===== src/design/lteb_pkg.sv =====
// Shared constants, key codes, command and status types for the line text edit buffer.
// Used by lteb_ctrl, lteb_dpath and line_text_edit_buffer; depends on nothing.
package lteb_pkg;

    localparam int LINE_WIDTH = 80;
    localparam int MAX_LINES  = 256;
    localparam int VIEW_LINES = 25;

    localparam int ROW_W     = $clog2(MAX_LINES);
    localparam int CNT_W     = $clog2(MAX_LINES + 1);
    localparam int LEN_W     = $clog2(LINE_WIDTH + 1);
    localparam int TXT_DEPTH = MAX_LINES * LINE_WIDTH;
    localparam int PTR_W     = $clog2(TXT_DEPTH);

    localparam logic [15:0] KEY_BS     = 16'h0008;
    localparam logic [15:0] KEY_ENTER  = 16'h000D;
    localparam logic [15:0] KEY_SPACE  = 16'h0020;
    localparam logic [15:0] KEY_RUBOUT = 16'h007F;
    localparam logic [15:0] KEY_UP     = 16'h0101;
    localparam logic [15:0] KEY_DOWN   = 16'h0102;
    localparam logic [15:0] KEY_LEFT   = 16'h0103;
    localparam logic [15:0] KEY_RIGHT  = 16'h0104;
    localparam logic [15:0] KEY_HOME   = 16'h0105;
    localparam logic [15:0] KEY_END    = 16'h0106;
    localparam logic [15:0] KEY_DEL    = 16'h0107;

    typedef enum logic [3:0] {
        K_NONE, K_PUT, K_ENTER, K_BS, K_DEL, K_UP, K_DOWN, K_LEFT, K_RIGHT, K_HOME, K_END
    } kind_t;

    typedef enum logic [5:0] {
        C_NOP, C_CAPT, C_RDL_CUR, C_RDL_ROWM1, C_RDL_ROWP1, C_RDL_SRC, C_RDL_READ,
        C_RD_CAPT, C_GET_A, C_GET_B, C_INS_SETUP, C_INS_FIN, C_MV_RD, C_MV_WR,
        C_SPL_SETUP, C_LC_SETUP, C_LC_FIN, C_SPL_TAIL, C_SPL_FIN1, C_SPL_FIN2,
        C_BSD_SETUP, C_DLD_SETUP, C_DROP_FIN_BS, C_DROP_FIN_DEL, C_JBS_SETUP,
        C_JDEL_SETUP, C_APP_SETUP, C_APP_FIN, C_JOIN_FIN_BS, C_JOIN_FIN_DEL,
        C_ROW_DEC, C_ROW_INC, C_CLAMP, C_SET_COL_LEN, C_COL_DEC, C_COL_INC,
        C_ROW_INC_COL0, C_COL_ZERO, C_COL_LA, C_FOLLOW, C_OUT
    } cmd_t;

    typedef struct packed {
        kind_t kind;
        logic  is_read;
        logic  la_full;
        logic  lines_full;
        logic  n_zero;
        logic  spl_more;
        logic  gap_more;
        logic  col_gt0;
        logic  row_gt0;
        logic  col_lt_la;
        logic  row_next;
    } status_t;

    // Flat text store address of a row and column.
    function automatic logic [PTR_W-1:0] flat(input logic [CNT_W-1:0] r,
                                              input logic [LEN_W-1:0] c);
        return PTR_W'(int'(r) * LINE_WIDTH + int'(c));
    endfunction

    function automatic kind_t classify(input logic [15:0] k);
        kind_t res;
        case (k)
            KEY_ENTER: res = K_ENTER;
            KEY_BS:    res = K_BS;
            KEY_DEL:   res = K_DEL;
            KEY_UP:    res = K_UP;
            KEY_DOWN:  res = K_DOWN;
            KEY_LEFT:  res = K_LEFT;
            KEY_RIGHT: res = K_RIGHT;
            KEY_HOME:  res = K_HOME;
            KEY_END:   res = K_END;
            default:   res = (k >= KEY_SPACE && k != KEY_RUBOUT) ? K_PUT : K_NONE;
        endcase
        return res;
    endfunction

endpackage


===== src/design/lteb_ctrl.sv =====
// Sequencer of the line text edit buffer: handshakes and per-key command sequences.
// Depends on lteb_pkg; drives lteb_dpath through cmd and reads its status.
module lteb_ctrl (
    input  logic              aclk,
    input  logic              aresetn,
    input  logic              s_valid,
    output logic              s_ready,
    output logic              m_valid,
    input  logic              m_ready,
    input  lteb_pkg::status_t status,
    output lteb_pkg::cmd_t    cmd
);

    localparam logic [5:0] S_IDLE = 6'd0, S_DISP0 = 6'd1, S_RDCAP = 6'd2, S_GETA = 6'd3,
        S_KEY = 6'd4, S_RDC_CLAMP = 6'd5, S_CLAMP = 6'd6, S_RDC_SETCOL = 6'd7,
        S_SETCOL = 6'd8, S_INS_SET = 6'd9, S_MV_CHK = 6'd10, S_MV_WR = 6'd11,
        S_INS_FIN = 6'd12, S_SPL_SET = 6'd13, S_SPL_CHK = 6'd14, S_LC_RD = 6'd15,
        S_LC_SET = 6'd16, S_LC_FIN = 6'd17, S_SPL_TAIL = 6'd18, S_SPL_F1 = 6'd19,
        S_SPL_F2 = 6'd20, S_BSD_SET = 6'd21, S_BSD_FIN = 6'd22, S_DLD_SET = 6'd23,
        S_DLD_FIN = 6'd24, S_GETB_BS = 6'd25, S_JBS = 6'd26, S_GETB_DEL = 6'd27,
        S_JDEL = 6'd28, S_APP_SET = 6'd29, S_APP_FIN = 6'd30, S_GAP_CHK = 6'd31,
        S_JFIN = 6'd32, S_FOLLOW = 6'd33, S_FIN = 6'd34, S_OUT = 6'd35;

    logic [5:0] st_reg, st_next, ret_reg, ret_next, lcr_reg, lcr_next;
    logic       mv_reg, mv_next;

    assign s_ready = (st_reg == S_IDLE);
    assign m_valid = mv_reg;

    always_comb begin
        cmd      = lteb_pkg::C_NOP;
        st_next  = st_reg;
        ret_next = ret_reg;
        lcr_next = lcr_reg;
        unique case (st_reg)
            S_IDLE: if (s_valid) begin
                cmd     = lteb_pkg::C_CAPT;
                st_next = S_DISP0;
            end
            S_DISP0: begin
                cmd     = status.is_read ? lteb_pkg::C_RDL_READ : lteb_pkg::C_RDL_CUR;
                st_next = status.is_read ? S_RDCAP : S_GETA;
            end
            S_RDCAP: begin
                cmd     = lteb_pkg::C_RD_CAPT;
                st_next = S_FIN;
            end
            S_GETA: begin
                cmd     = lteb_pkg::C_GET_A;
                st_next = S_KEY;
            end
            S_KEY: begin
                st_next = S_FOLLOW;
                case (status.kind)
                    lteb_pkg::K_PUT:   if (!status.la_full) st_next = S_INS_SET;
                    lteb_pkg::K_ENTER: if (!status.lines_full) st_next = S_SPL_SET;
                    lteb_pkg::K_BS: begin
                        if (status.col_gt0) begin
                            st_next = S_BSD_SET;
                        end else if (status.row_gt0) begin
                            cmd     = lteb_pkg::C_RDL_ROWM1;
                            st_next = S_GETB_BS;
                        end
                    end
                    lteb_pkg::K_DEL: begin
                        if (status.col_lt_la) begin
                            st_next = S_DLD_SET;
                        end else if (status.row_next) begin
                            cmd     = lteb_pkg::C_RDL_ROWP1;
                            st_next = S_GETB_DEL;
                        end
                    end
                    lteb_pkg::K_UP: if (status.row_gt0) begin
                        cmd     = lteb_pkg::C_ROW_DEC;
                        st_next = S_RDC_CLAMP;
                    end
                    lteb_pkg::K_DOWN: if (status.row_next) begin
                        cmd     = lteb_pkg::C_ROW_INC;
                        st_next = S_RDC_CLAMP;
                    end
                    lteb_pkg::K_LEFT: begin
                        if (status.col_gt0) begin
                            cmd = lteb_pkg::C_COL_DEC;
                        end else if (status.row_gt0) begin
                            cmd     = lteb_pkg::C_ROW_DEC;
                            st_next = S_RDC_SETCOL;
                        end
                    end
                    lteb_pkg::K_RIGHT: begin
                        if (status.col_lt_la) begin
                            cmd = lteb_pkg::C_COL_INC;
                        end else if (status.row_next) begin
                            cmd = lteb_pkg::C_ROW_INC_COL0;
                        end
                    end
                    lteb_pkg::K_HOME: cmd = lteb_pkg::C_COL_ZERO;
                    lteb_pkg::K_END:  cmd = lteb_pkg::C_COL_LA;
                    default: ;
                endcase
            end
            S_RDC_CLAMP: begin
                cmd     = lteb_pkg::C_RDL_CUR;
                st_next = S_CLAMP;
            end
            S_CLAMP: begin
                cmd     = lteb_pkg::C_CLAMP;
                st_next = S_FOLLOW;
            end
            S_RDC_SETCOL: begin
                cmd     = lteb_pkg::C_RDL_CUR;
                st_next = S_SETCOL;
            end
            S_SETCOL: begin
                cmd     = lteb_pkg::C_SET_COL_LEN;
                st_next = S_FOLLOW;
            end
            S_INS_SET: begin
                cmd      = lteb_pkg::C_INS_SETUP;
                ret_next = S_INS_FIN;
                st_next  = S_MV_CHK;
            end
            S_MV_CHK: begin
                if (status.n_zero) begin
                    st_next = ret_reg;
                end else begin
                    cmd     = lteb_pkg::C_MV_RD;
                    st_next = S_MV_WR;
                end
            end
            S_MV_WR: begin
                cmd     = lteb_pkg::C_MV_WR;
                st_next = S_MV_CHK;
            end
            S_INS_FIN: begin
                cmd     = lteb_pkg::C_INS_FIN;
                st_next = S_FOLLOW;
            end
            S_SPL_SET: begin
                cmd     = lteb_pkg::C_SPL_SETUP;
                st_next = S_SPL_CHK;
            end
            S_SPL_CHK: begin
                if (status.spl_more) begin
                    lcr_next = S_SPL_CHK;
                    st_next  = S_LC_RD;
                end else begin
                    st_next = S_SPL_TAIL;
                end
            end
            S_LC_RD: begin
                cmd     = lteb_pkg::C_RDL_SRC;
                st_next = S_LC_SET;
            end
            S_LC_SET: begin
                cmd      = lteb_pkg::C_LC_SETUP;
                ret_next = S_LC_FIN;
                st_next  = S_MV_CHK;
            end
            S_LC_FIN: begin
                cmd     = lteb_pkg::C_LC_FIN;
                st_next = lcr_reg;
            end
            S_SPL_TAIL: begin
                cmd      = lteb_pkg::C_SPL_TAIL;
                ret_next = S_SPL_F1;
                st_next  = S_MV_CHK;
            end
            S_SPL_F1: begin
                cmd     = lteb_pkg::C_SPL_FIN1;
                st_next = S_SPL_F2;
            end
            S_SPL_F2: begin
                cmd     = lteb_pkg::C_SPL_FIN2;
                st_next = S_FOLLOW;
            end
            S_BSD_SET: begin
                cmd      = lteb_pkg::C_BSD_SETUP;
                ret_next = S_BSD_FIN;
                st_next  = S_MV_CHK;
            end
            S_BSD_FIN: begin
                cmd     = lteb_pkg::C_DROP_FIN_BS;
                st_next = S_FOLLOW;
            end
            S_DLD_SET: begin
                cmd      = lteb_pkg::C_DLD_SETUP;
                ret_next = S_DLD_FIN;
                st_next  = S_MV_CHK;
            end
            S_DLD_FIN: begin
                cmd     = lteb_pkg::C_DROP_FIN_DEL;
                st_next = S_FOLLOW;
            end
            S_GETB_BS: begin
                cmd     = lteb_pkg::C_GET_B;
                st_next = S_JBS;
            end
            S_JBS: begin
                cmd     = lteb_pkg::C_JBS_SETUP;
                st_next = S_APP_SET;
            end
            S_GETB_DEL: begin
                cmd     = lteb_pkg::C_GET_B;
                st_next = S_JDEL;
            end
            S_JDEL: begin
                cmd     = lteb_pkg::C_JDEL_SETUP;
                st_next = S_APP_SET;
            end
            S_APP_SET: begin
                cmd      = lteb_pkg::C_APP_SETUP;
                ret_next = S_APP_FIN;
                st_next  = S_MV_CHK;
            end
            S_APP_FIN: begin
                cmd     = lteb_pkg::C_APP_FIN;
                st_next = S_GAP_CHK;
            end
            S_GAP_CHK: begin
                if (status.gap_more) begin
                    lcr_next = S_GAP_CHK;
                    st_next  = S_LC_RD;
                end else begin
                    st_next = S_JFIN;
                end
            end
            S_JFIN: begin
                cmd     = (status.kind == lteb_pkg::K_BS) ? lteb_pkg::C_JOIN_FIN_BS
                                                          : lteb_pkg::C_JOIN_FIN_DEL;
                st_next = S_FOLLOW;
            end
            S_FOLLOW: begin
                cmd     = lteb_pkg::C_FOLLOW;
                st_next = S_FIN;
            end
            S_FIN: begin
                cmd     = lteb_pkg::C_RDL_CUR;
                st_next = S_OUT;
            end
            S_OUT: if (!mv_reg || m_ready) begin
                cmd     = lteb_pkg::C_OUT;
                st_next = S_IDLE;
            end
            default: st_next = S_IDLE;
        endcase
    end

    assign mv_next = (cmd == lteb_pkg::C_OUT) ? 1'b1 : (mv_reg && !m_ready);

    always_ff @(posedge aclk) begin
        if (!aresetn) begin
            st_reg  <= S_IDLE;
            ret_reg <= S_IDLE;
            lcr_reg <= S_IDLE;
            mv_reg  <= 1'b0;
        end else begin
            st_reg  <= st_next;
            ret_reg <= ret_next;
            lcr_reg <= lcr_next;
            mv_reg  <= mv_next;
        end
    end

endmodule

===== config.mk =====
export PLATFORM = sky130hd
export DESIGN_NAME = lteb_ctrl
export DESIGN_NICKNAME = d
export VERILOG_FILES = /design/src/design/lteb_pkg.sv /design/src/design/lteb_ctrl.sv
export SDC_FILE = /design/constraint.sdc
export NUM_CORES = 1
export LEC_CHECK = 0
export BUFFER_PORTS_ARGS = -buffer_cell sky130_fd_sc_hd__buf_2
export CORE_MARGIN = 4
export CORE_UTILIZATION = 45
export DETAILED_ROUTE_END_ITERATION = 6
export PLACE_DENSITY = 0.74
export SLEW_MARGIN = 0
export SYNTH_ARGS = -nofsm -noshare
export SYNTH_HDL_FRONTEND = slang
export SYNTH_SLANG_ARGS = --single-unit
export TNS_END_PERCENT = 5

===== constraint.sdc =====
create_clock -name aclk -period 3.5 [get_ports aclk]
set_clock_uncertainty 0.2 [all_clocks]
set_input_delay 0.35 -clock aclk [delete_from_list [all_inputs] [get_ports aclk]]
set_output_delay 0.35 -clock aclk [all_outputs]
set_load 0.02 [all_outputs]

After elaboration in Yosys (flattened, before gate mapping)
Cells that the tools add are included.
Widths: inputs -> output; s select.
- equal/unequal tests: 50
- mux-type cells: 39
- reductions and logical operators: 15
- operators by type and width (operator ; number):
    $pmux 6 s31 ; 1
    $pmux 6 s22 ; 1
    $mux 6 ; 20
    $eq 6x5->1 const B ; 16
    $eq 6x4->1 const B ; 8
    $pmux 6 s8 ; 1
    $pmux 6 s7 ; 1
    $pmux 6 s6 ; 1
    $eq 6x6->1 const B ; 5
    $eq 6x3->1 const B ; 4
    $eq 4x3->1 const B ; 4
    $mux 5 ; 3
    $reduce_or 7->1 ; 2
    $eq 4x4->1 const B ; 3
    $eq 6x2->1 const B ; 2
    $pmux 6 s2 ; 1
    $mux 3 ; 3
    $eq 4x2->1 const B ; 2
    $ne 2x2->1 const B ; 4
    $eq 6x1->1 const B ; 1
    $logic_not 6->1 ; 1
    $reduce_bool 6->1 ; 1
    $reduce_or 2->1 ; 3
    $eq 4x1->1 const B ; 1
    10 further kinds ; 15
- register bits: 19
- input bits: 18
- output and inout port bits: 8
- word-level logic and storage cells: 108

Depth between registers and ports, before layout
- depth in word-level cells: 6
- gate-level depth with buffers: 7
- gate-level depth less buffers: 5

Worst setup path before layout
OpenSTA, ideal clock, no wires.
- path kind: in2out
- start: in status[13] in the netlist's numbering
- end: out cmd[5]
- data arrival time: 1661 ps
- data required time: 2950 ps
- setup slack: 1289 ps
- stages on the path: 5
- path buffers: 1
- path through: clkbuf_1 > nand2b_1 > o22ai_1 > a21oi_1 > o32ai_1
- word-level cells in the longest chain between the ends: 3
- elaborated cells between the ends (all ways): 10
- those cells by class: eq/ne: 8; mux: 2
- RTL lines (item ; RTL line ; source):
    from (decl) ; lteb_ctrl.sv:10 ; input lteb_pkg::status_t status,
    $eq 4x4->1 (tied with other cells) ; lteb_ctrl.sv:54 ; case (status.kind)
    $pmux 6 s8 (*) ; lteb_ctrl.sv:54 ;
    $pmux 6 s31 (*) ; lteb_ctrl.sv:35 ; unique case (st_reg)
    to (decl) ; lteb_ctrl.sv:11 ; output lteb_pkg::cmd_t cmd
Every way passes the cells marked *; elsewhere a longest branch is shown, timed or not.

Worst setup path after layout
- start: reg st_reg[0]
- end: out cmd[3]
- word-level cells in the longest chain between the ends: 3
- elaborated cells between the ends (all ways): 37
- those cells by class: eq/ne: 33; mux: 1; reduce/logical: 3
- RTL lines (item ; RTL line ; source):
    from (decl) ; lteb_ctrl.sv:24 ; logic [5:0] st_reg, st_next, ret_reg, ret_next, lcr_reg, lcr_next;
    from (signal assigned) ; lteb_ctrl.sv:257 ; st_reg <= st_next;
    $eq 6x6->1 (tied with other cells) ; lteb_ctrl.sv:35 ;
    $reduce_or 3->1 (no line) / $reduce_or 2->1 (equally long branches) ; - ;
    $pmux 6 s31 (*) ; lteb_ctrl.sv:35 ;
Marked as above.

==> impl_metrics.json <==
{
  "p_clk_share_pct": 14.6,
  "power.total_mw": 1.08,
  "rsz0062_at_grt": "no",
  "combPwrFrac_pct": 62.9,
  "syn-num-nets": 314,
  "dr.pass1.iters": 5,
  "status": "completed",
  "drv_cap": 0,
  "die_h_um": 74.2,
  "postSynth.asyncResetShare_pct": 0,
  "min_period_ps": 2800,
  "clk_latency_ps": 250,
  "regToRegSetupSlack_ps": 1200,
  "wl_um": 6310,
  "synth.top_cell.area_share_pct": 14.2,
  "power.leakage_nw": 0.789,
  "holdWs_ps": 244,
  "cts_hold_buf": 0,
  "ant_nets": 0,
  "min_path_cells": 2,
  "path_max_fanout": 21,
  "cts_buffers": 3,
  "drive_above_1_share_pct": 16.3,
  "finalMaxSlewViolations": 0,
  "setup_viol": 0,
  "start_util_pct": 47.9,
  "grt_pass1_vias": 2113,
  "hold_end": "ret_reg[3]$_SDFFE_PN0P_",
  "synthFlopType": "dfxtp_1",
  "fp-row-count": 23,
  "arrival_ps": 2250,
  "grt_usage_pct": 23.8,
  "cp-end-kind": "output pin",
  "reg2reg_depth": 6,
  "yosysWarnings": 0,
  "syn_inst": 296,
  "switching_power_uw": 551,
  "cell_internal_pwr_uw": 533,
  "synth_seq_cells": 14,
  "drt-initial-drc-count": 362,
  "hold_start": "ret_reg[3]$_SDFFE_PN0P_",
  "max-vdd-ir-drop_uv": 242,
  "grt_overflow": 0,
  "core_area_sq_um": 4120,
  "cp.required_ps": 2950,
  "port_buffers": 25,
  "mostFrequentLayoutCells": "a21oi_1 (26), nand2_1 (25), buf_2 (25)",
  "cts_setup_buffers": 0,
  "pre_cts_slack_ps": 1020,
  "diodes": 0,
  "layout.nets": 326,
  "grt_max_degree": 39,
  "synth.top_cells.by_area": "dfxtp_1 (14%), a21oi_1 (6.6%), o21ai_0 (5.6%)",
  "dieArea_sq_um": 5500,
  "critical_path_class": "reg2out",
  "synth-edff-count": 0,
  "r2r-end": "st_reg[3]$_SDFFE_PN0P_",
  "wl_per_cell_um": 17.7,
  "relSlewSlack_pct": 52.3,
  "gp_congestion": 0.982,
  "num_io_pins": 26,
  "mostFrequentLayoutCell": "a21oi_1",
  "syn-mean-instance-area_sq_um": 6.66,
  "numClockSinks": 14,
  "antenna_found_initial": 0,
  "cts_htree_levels": 1,
  "grt_pass1_wl_um": 10400,
  "cts_tree": "built",
  "die_width_um": 74.2,
  "cts.repair.resized": 0,
  "p_sw_share_pct": 50.8,
  "period_share_pct": 79.9,
  "yosysSeqAreaShare_pct": 14.2,
  "area_growth_pct": 8.83,
  "yosysTopAreaCell": "dfxtp_1",
  "powerDensity_nw_per_um2": 505,
  "setup_ws_ps": 703,
  "root_buffer": "clkbuf_8",
  "finalHoldViolCount": 0,
  "post-route-util_pct": 52.1,
  "path_clk_slew_ps": 60,
  "setup_tns_ps": 0,
  "num-fill-cells": 420,
  "netlist_area_sq_um": 1970,
  "drc": 0,
  "start_kind": "flip-flop",
  "hpwl_um": 4690,
  "worst_pin_slew_ps": 715,
  "worstHoldPathType": "reg2reg",
  "viasPerCell": 6.71,
  "r2r_start": "st_reg[0]$_SDFFE_PN0P_",
  "largest_reg_flops": 6,
  "seq_power_share_pct": 22.5,
  "cts_max_path_buffers": 2,
  "dr_total_vias": 2396,
  "fmax_mhz": 357,
  "netlist-cell-type-count": 64
}
==> metrics by stage <==
stage,cells,cell area [sq um]
5_1_grt,357,2140
2_1_floorplan,296,1970
3_3_place_gp,353,2090
4_1_cts,357,2140
3_5_place_dp,353,2090
6_report,357,2140
==> power groups by stage <==
| stage | registers [mW] | clock network [mW] | logic, mW |
|---|---|---|---|
| floorplan | 0.199 | 0 | 0.523 |
| global placement | 0.243 | 0 | 0.677 |
| detailed placement | 0.242 | 0 | 0.666 |
| CTS | 0.239 | 0.161 | 0.668 |
| global route | 0.248 | 0.170 | 0.741 |
| finish | 0.244 | 0.158 | 0.682 |
==> how the worst max path moves through the flow <==
stage,cells past startpoint,from,end,slack [ps]
floorplan,5,status[13],cmd[5],1290
global placement,6,st_reg[0]$_SDFFE_PN0P_,cmd[3],1020
detailed placement,6,st_reg[2]$_SDFFE_PN0P_,cmd[3],1020
CTS,6,st_reg[2]$_SDFFE_PN0P_,cmd[3],740
global route,6,st_reg[0]$_SDFFE_PN0P_,cmd[3],520
finish,6,st_reg[0]$_SDFFE_PN0P_,cmd[3],700
==> kinds of logic (layout without fill, tap and decap cells) <==
group                  after synthesis  after routing  share of synthesized area (%)
multiplexers                         2              2                           1.02
buffers and inverters               41             52                           9.40
flip-flops                          14             14                           14.2
XOR/XNOR                             2              2                          0.889
AO/OA/AOI/OAI                      120            120                           42.0
AND/OR/NAND/NOR                    117            117                           32.5
==> cell usage after synthesis, types with 3 or more instances <==
library cell / n
a2bb2oi_1: 3
nor2b_1: 13
nand4_1: 3
nor3_1: 7
nor4_1: 5
nor2_1: 22
nand2_1: 25
clkbuf_1: 7
nand2b_1: 10
nand3_1: 7
a21oi_1: 26
a211oi_1: 3
o21ai_0: 22
o32ai_1: 5
buf_2: 16
or3_1: 4
o31a_1: 5
a31oi_1: 9
dfxtp_1: 14
o211ai_1: 5
a32oi_1: 7
inv_1: 14
nand3b_1: 3
o31ai_1: 5
and2_1: 3
o21a_1: 3
==> critical path, cell delays in order (launching register included) <==
cell,delay (ps)
dfxtp_1,780
inv_1,290
nor2_1,380
o211a_1,210
a2111oi_0,60
o21ai_1,100
buf_2,170
==> layout make-up <==
class	count	area [sq um]	share of cell area (%)
well taps	50	62.6	2.92
flip-flops and latches	14	280	13.1
clock buffers	4	55.1	2.57
multi-input cells	241	1510	70.2
inverters	15	56.3	2.63
repair buffers	33	185	8.63
==> per-layer routing <==
metal,track usage [%],routed length [um]
met1,34.2,2730
met2,36.0,2910
met3,2.30,481
met4,10.3,189
met5,0,0
(Power assumes the default switching activity.)
